**config.mk**
```make
export PLATFORM = sky130hd
export DESIGN_NAME = pcb_ptr_norm
export DESIGN_NICKNAME = d
export VERILOG_FILES = /design/src/design/pretrigger_capture_buffer_assert.svh /design/src/design/pcb_pkg.sv /design/src/design/pcb_ptr_norm.sv
export SDC_FILE = /design/constraint.sdc
export NUM_CORES = 1
export LEC_CHECK = 0
export BUFFER_PORTS_ARGS = -buffer_cell sky130_fd_sc_hd__buf_2
export CAP_MARGIN = 5
export CELL_PAD_IN_SITES_DETAIL_PLACEMENT = 1
export CELL_PAD_IN_SITES_GLOBAL_PLACEMENT = 1
export CORE_UTILIZATION = 30
export CTS_CLUSTER_DIAMETER = 150
export CTS_CLUSTER_SIZE = 8
export DETAILED_ROUTE_END_ITERATION = 6
export PLACE_DENSITY = 0.66
export SLEW_MARGIN = 0
export SYNTH_ARGS = -nofsm -noshare
export SYNTH_HDL_FRONTEND = slang
export SYNTH_SLANG_ARGS = --single-unit
```
**constraint.sdc**
```tcl
create_clock -name i_clk -period 3.4 [get_ports i_clk]
set_input_delay 0.34 -clock i_clk [delete_from_list [all_inputs] [get_ports i_clk]]
set_output_delay 0.34 -clock i_clk [all_outputs]
set_load 0.02 [all_outputs]
```
**src/design/pretrigger_capture_buffer_assert.svh**
```systemverilog
// ----------------------------------------------------------------------------
// Assertion macros for the pretrigger capture buffer
// Concurrent checks that compile to nothing when SYNTH is defined.
// ----------------------------------------------------------------------------
`ifndef PRETRIGGER_CAPTURE_BUFFER_ASSERT_SVH
`define PRETRIGGER_CAPTURE_BUFFER_ASSERT_SVH
`ifndef SYNTH
// Same-cycle implication, held off during reset
`define PCB_ASSERT_IMP(label, clk, rst_n, ante, cons) \
    label: assert property (@(posedge clk) disable iff (!(rst_n)) (ante) |-> (cons)) \
        else $error("pretrigger_capture_buffer: same-cycle check failed");
// Next-cycle implication, held off during reset
`define PCB_ASSERT_NXT(label, clk, rst_n, ante, cons) \
    label: assert property (@(posedge clk) disable iff (!(rst_n)) (ante) |=> (cons)) \
        else $error("pretrigger_capture_buffer: next-cycle check failed");
`else
`define PCB_ASSERT_IMP(label, clk, rst_n, ante, cons)
`define PCB_ASSERT_NXT(label, clk, rst_n, ante, cons)
`endif
`endif

```
**src/design/pcb_pkg.sv**
```systemverilog
// ----------------------------------------------------------------------------
// pcb_pkg
// Sizes, codes and shared types of the pretrigger capture buffer.
// ----------------------------------------------------------------------------
package pcb_pkg;

    // Storage sizes
    localparam int DEPTH        = 1024;
    localparam int CHANNELS     = 4;
    localparam int SAMPLE_WIDTH = 32;

    // Derived widths
    localparam int AW     = $clog2(DEPTH);        // ring pointer
    localparam int LEN_W  = AW + 1;               // length and fill count
    localparam int CH_W   = $clog2(CHANNELS);     // channel select
    localparam int MA_W   = CH_W + AW;            // sample memory address
    localparam int BIT_W  = $clog2(AW);           // pointer bit select
    localparam int DATA_W = 32;                   // read_data port width

    // Item function codes
    localparam logic [1:0] FUNC_WRITE = 2'd0;
    localparam logic [1:0] FUNC_REARM = 2'd1;
    localparam logic [1:0] FUNC_READ  = 2'd2;

    // Configuration register indexes
    localparam logic REG_LEN  = 1'b0;
    localparam logic REG_POST = 1'b1;

    // Rewrapped write pointer update from the pointer normalizer
    typedef struct packed {
        logic            we;
        logic [CH_W-1:0] ch;
        logic [AW-1:0]   ptr;
    } t_ptr_wr;

endpackage

```
**src/design/pcb_ptr_norm.sv**
```systemverilog
// ----------------------------------------------------------------------------
// pcb_ptr_norm
// Recomputes every channel's write pointer modulo the record length after a
// length write: one restoring remainder step per cycle, AW steps per channel.
// ----------------------------------------------------------------------------
module pcb_ptr_norm (
    input  logic                         i_clk,
    input  logic                         i_rst_n,
    input  logic                         i_start,
    input  logic [pcb_pkg::LEN_W-1:0]    i_len,
    input  logic [pcb_pkg::AW-1:0]       i_raw,
    output logic [pcb_pkg::CH_W-1:0]     o_sel,
    output logic                         o_busy,
    output pcb_pkg::t_ptr_wr             o_wr
);

    logic                         r_busy;
    logic [pcb_pkg::CH_W-1:0]     r_ch;
    logic [pcb_pkg::BIT_W-1:0]    r_bit;
    logic [pcb_pkg::AW-1:0]       r_rem;
    logic [pcb_pkg::LEN_W-1:0]    rem_sh;
    logic [pcb_pkg::LEN_W-1:0]    rem_nx;
    logic                         last_bit;
    logic                         last_ch;

    // Shift in the next pointer bit and subtract the length if it fits
    always_comb begin
        rem_sh   = {r_rem, i_raw[r_bit]};
        rem_nx   = (rem_sh >= i_len) ? (rem_sh - i_len) : rem_sh;
        last_bit = (r_bit == '0);
        last_ch  = (r_ch == pcb_pkg::CH_W'(pcb_pkg::CHANNELS - 1));
    end

    // Advance over bits, then channels; a new start restarts the sweep
    always_ff @(posedge i_clk) begin
        if (!i_rst_n) begin
            r_busy <= 1'b0;
            r_ch   <= '0;
            r_bit  <= '0;
            r_rem  <= '0;
        end else if (i_start) begin
            r_busy <= 1'b1;
            r_ch   <= '0;
            r_bit  <= pcb_pkg::BIT_W'(pcb_pkg::AW - 1);
            r_rem  <= '0;
        end else if (r_busy) begin
            if (last_bit) begin
                r_rem <= '0;
                r_bit <= pcb_pkg::BIT_W'(pcb_pkg::AW - 1);
                if (last_ch) begin
                    r_busy <= 1'b0;
                end else begin
                    r_ch <= r_ch + 1'b1;
                end
            end else begin
                r_rem <= rem_nx[pcb_pkg::AW-1:0];
                r_bit <= r_bit - 1'b1;
            end
        end
    end

    assign o_sel    = r_ch;
    assign o_busy   = r_busy;
    assign o_wr.we  = r_busy && last_bit && !i_start;
    assign o_wr.ch  = r_ch;
    assign o_wr.ptr = rem_nx[pcb_pkg::AW-1:0];

endmodule
```
### After elaboration in Yosys (flattened, before gate mapping)

Cells that the tools add are included.

| storage, ports and cells | value |
|---|---|
| word-level logic and storage cells | 31 |
| flip-flop bits (word level) | 17 |
| input bits | 24 |
| output and inout port bits | 16 |

| cells by class | value |
|---|---|
| muxes and demuxes | 11 |
| order comparisons | 2 |
| reduce and logical (&&, ||, !) cells | 7 |
| eq/ne operators | 1 |
| add/sub/neg operators | 3 |
| bitwise gates (word level) | 2 |

Operators by type and width:

| kind | number |
|---|---|
| $mux 10 | 2 |
| $mux 4 | 3 |
| $ge 11x11->1 | 1 |
| $sub 10x10->10 | 1 |
| $lt 4x5->1 const B | 1 |
| $mux 1 | 5 |
| $bmux 1 s4 | 1 |
| $logic_not 4->1 | 1 |
| $sub 4x1->4 const B | 1 |
| $reduce_and 3->1 | 1 |
| $add 2x1->2 const B | 1 |
| $eq 2x2->1 const B | 1 |
| $logic_and 1x1->1 | 2 |
| $not 1->1 | 2 |
| $reduce_bool 2->1 | 1 |
| $reduce_or 2->1 | 1 |
| $logic_not 1->1 | 1 |

### Longest topological paths before layout

| logic depth | value |
|---|---|
| depth in word-level cells | 5 |
| mapped depth | 14 |
| gate-level depth less buffers | 13 |

### Worst setup path after synthesis

No wires, ideal clock.

| path | value |
|---|---|
| kind | register to output |
| start point | reg r_bit[0] in the netlist's numbering |
| end point | out o_wr[6] in the netlist's numbering |
| path buffers | 1 |
| data arrival time | 2.996 ns |
| path slack | 0.064 ns |
| cell stages (with the launch flop) | 14 |
| data required time | 3.060 ns |
| cell sequence | dfxtp_1 -> buf_2 -> mux4_2 -> mux2i_1 -> nor2_1 -> a21oi_2 -> ha_1 -> inv_1 -> fa_1 -> nand3_1 -> a21boi_0 -> o21a_1 -> o21a_1 -> o31ai_1 |

RTL lines:

| element | line | text |
|---|---|---|
| start, declared | pcb_ptr_norm.sv:19 | `logic [pcb_pkg::BIT_W-1:0] r_bit;` |
| start signal, assigned | pcb_ptr_norm.sv:44 | `r_bit <= pcb_pkg::BIT_W'(pcb_pkg::AW - 1);` |
| start signal, assigned | pcb_ptr_norm.sv:49 | `r_bit <= pcb_pkg::BIT_W'(pcb_pkg::AW - 1);` |
| start signal, assigned | pcb_ptr_norm.sv:57 | `r_bit <= r_bit - 1'b1;` |
| end, declared | pcb_ptr_norm.sv:14 | `output pcb_pkg::t_ptr_wr o_wr` |

==> results.cfg <==
[run_status]
run_status = finished clean

[routing]
first_pass_iters = 2
drc_errors = 0
drt_iter0_markers = 25
wl_mm = 3.773
vias = 1371
wl_per_cell_um = 13.97
drt-vias-per-instance = 5.078
drtAntennaViolNets = 0

[final_layout]
nFillCells = 561
stdcell_area_um2 = 1831
nets = 256
multiInputGateArea_um2 = 1049
areaGrowthSynthToFinish_pct = 26.34
ff_latch_area_um2 = 344.1
drive_above_1_share_pct = 32.11
num_antenna_cells = 0

[logic_synthesis]
synth_top_cell_by_area = dfxtp_1
synthFlopType = dfxtp_1
synth_seq_cells = 17
synth.yosys.seq_area_share_pct = 23.49
avgSynthCellArea_um2 = 8.375
syn-num-nets = 210
netlist_top_cells_area = dfxtp_1 23%, ha_1 10%, a22o_1 4.2%, a21oi_1 3.8%, inv_1 3.6%
netlist.area_leader.share_pct = 23.49
synth_cells = 173
synth-warning-count = 0
synth_edf_count = 0
syn_area_um2 = 1449
async_reset_ff_share_pct = 0
ys_types = 46

[cts]
clk_transition_reported_paths_ns = 0.08
cts_made_buffers = 3
root_buffer = clkbuf_8
insertion_delay_ns = 0.26
clock_path_buffers = 2
clock-sinks = 17
cts_tree = built
cts_max_level = 1

[critical_path]
critPathLaunchType = register
cp-end-kind = output pin
startpoint = r_bit[0]$_SDFFE_PN0P_
r2r-start = r_bit[0]$_SDFFE_PN0P_
cp.arrival_ns = 3.01
timing_worst_setup_path_type = register to output pin
cp_max_fo = 3
required_ns = 3.06

[floorplanning]
io_pins = 40
rows = 24
die_w_um = 71.50
die_h_um = 71.50
initial_core_util_pct = 32.17
die_area_um2 = 5112
fp.coreArea_um2 = 4504

[placement]
io_buffers = 39
dp_slack_ns = 0.04636
place_area_um2 = 1694
place_hpwl_mm = 2.987
gp_congestion = 0.7674

[global_route]
use_met3_pct = 3.094
grt_remaining_overflow = 0
met2_usage_pct = 27.83
grt_pass1_wl_mm = 6.251
grt_max_degree = 13
grt.total_usage_pct = 15.30
grt_pass1_vias = 1365
grt.busiest_layer = met2
met1_usage_pct = 19.26
antenna_found_initial = 0

[sta]
tightest_slew_ns = 0.7642
fin_skew_ns = 0.008601
post-route-period-util_pct = 98.39
rsz0062_at_grt = yes
relSlewSlack_pct = 48.87
period_needed_ns = 3.345
setup_viol = 0
whs_ns = 0.3575
finalHoldViolCount = 0
layout_setup_ws_ns = 0.05465
slew_viol_final = 0
fmax_mhz = 298.9

[power]
power.leakage_nw = 0.8659
power.density_nw_per_um2 = 263.6
peakVddDrop_mv = 0.1754
p_total_mw = 0.4825

[worst_hold_path]
min_path_type = input pin to register
hp-start = i_rst_n

[flow_run]
drv_cap = 0
==> area by class of cell <==
class                           instances  share of cell area [%]
Clock buffer                            3                   2.256
Clock inverter                          1                  0.4101
Timing Repair Buffer                   48                   14.83
Sequential cell                        17                   18.80
Inverter                               14                   2.871
Multi-Input combinational cell        135                   57.28
Tap cell                               52                   3.554
==> cells in the mapped netlist, types with 3 or more instances <==
master	instances
o21ai_1	3
nand4_1	3
nor2b_1	5
nand3_1	7
xor2_1	4
nor3_1	6
nor2_1	12
a22o_1	7
dfxtp_1	17
xnor2_1	5
a21oi_1	11
nand2_1	12
mux2i_1	3
a21boi_0	4
o21ai_0	8
inv_1	14
buf_2	3
nand2b_1	3
ha_1	12
==> path summary, 6_finish.rpt <==
kind | depth (start not counted) | slack (ns) | endpoint
hold reg to reg | 2 | 0.50 | r_rem[2]$_SDFFE_PP0P_
setup / recovery | 13 | 0.05 | o_wr[6]
setup reg to reg | 15 | 0.34 | r_rem[6]$_SDFFE_PP0P_
hold / removal | 2 | 0.36 | r_bit[3]$_SDFFE_PN0P_
==> placed cells by master, fill, tap and decap left out, drive strengths merged, types with 4 or more instances in the layout <==
master   n
nor3     8
nor2b    5
a21oi   12
nand2   13
o21ai   12
ha      12
xnor2    5
inv     14
dfxtp   17
nor2    12
a22o     7
nand3    7
a21boi   4
buf     48
xor2     4
mux2     5
==> where the power goes <==
group | switching, mW | total [mW] | internal (mW)
sequential | 0.00705 | 0.211 | 0.204
combinational | 0.0577 | 0.108 | 0.0501
clock | 0.0815 | 0.164 | 0.0827
==> sequential cells by signal, indices dropped and copies added, names as in the netlist <==
signal	count
o_busy	1
o_sel	2
r_bit	4
r_rem	10
==> worst max-delay path: stages, from the launching register on <==
cell      delay [ns]
dfxtp_4         0.37
mux4_2          0.48
mux2i_1         0.14
nor2_1          0.06
a21oi_2         0.13
ha_2            0.19
inv_1           0.05
fa_2            0.36
nand3_2         0.10
a21boi_1        0.07
o21a_1          0.19
o21a_1          0.19
o31ai_4         0.25
buf_6           0.15
==> per-stage QoR <==
stage               cells  utilization, %  TNS (ns)
global route          270           40.64  -0.09467
CTS                   266           39.33  -0.03652
floorplan             173               -         0
global placement      261           37.61         0
detailed placement    261           37.61         0
finish                270           40.64         0
==> cells by family (layout without fill, tap and decap cells) <==
kind of cell	Yosys count	after routing	synth area share (%)
AND/OR/NAND/NOR	55	55	19.52
AO/OA/AOI/OAI	48	48	23.49
buffers and inverters	21	66	6.735
flip-flops	17	17	23.49
adder cells (fa/ha/maj)	13	13	11.74
multiplexers	10	10	9.585
XOR/XNOR	9	9	5.440
==> metal layers <==
layer / part of all wire [%] / wire (µm)
met1: 47 / 1756
met2: 50 / 1877
met3: 3.4 / 129
met4: 0.27 / 10
met5: 0 / 0
==> what timing repair did <==
action	4_1_cts	5_1_grt
gates resized for setup	6	8
hold buffers	0	0
cloned	0	0
buffers inserted	1	4
pin swaps	1	2
setup endpoints to repair	7	7
Power figures use the tool's default switching activity.
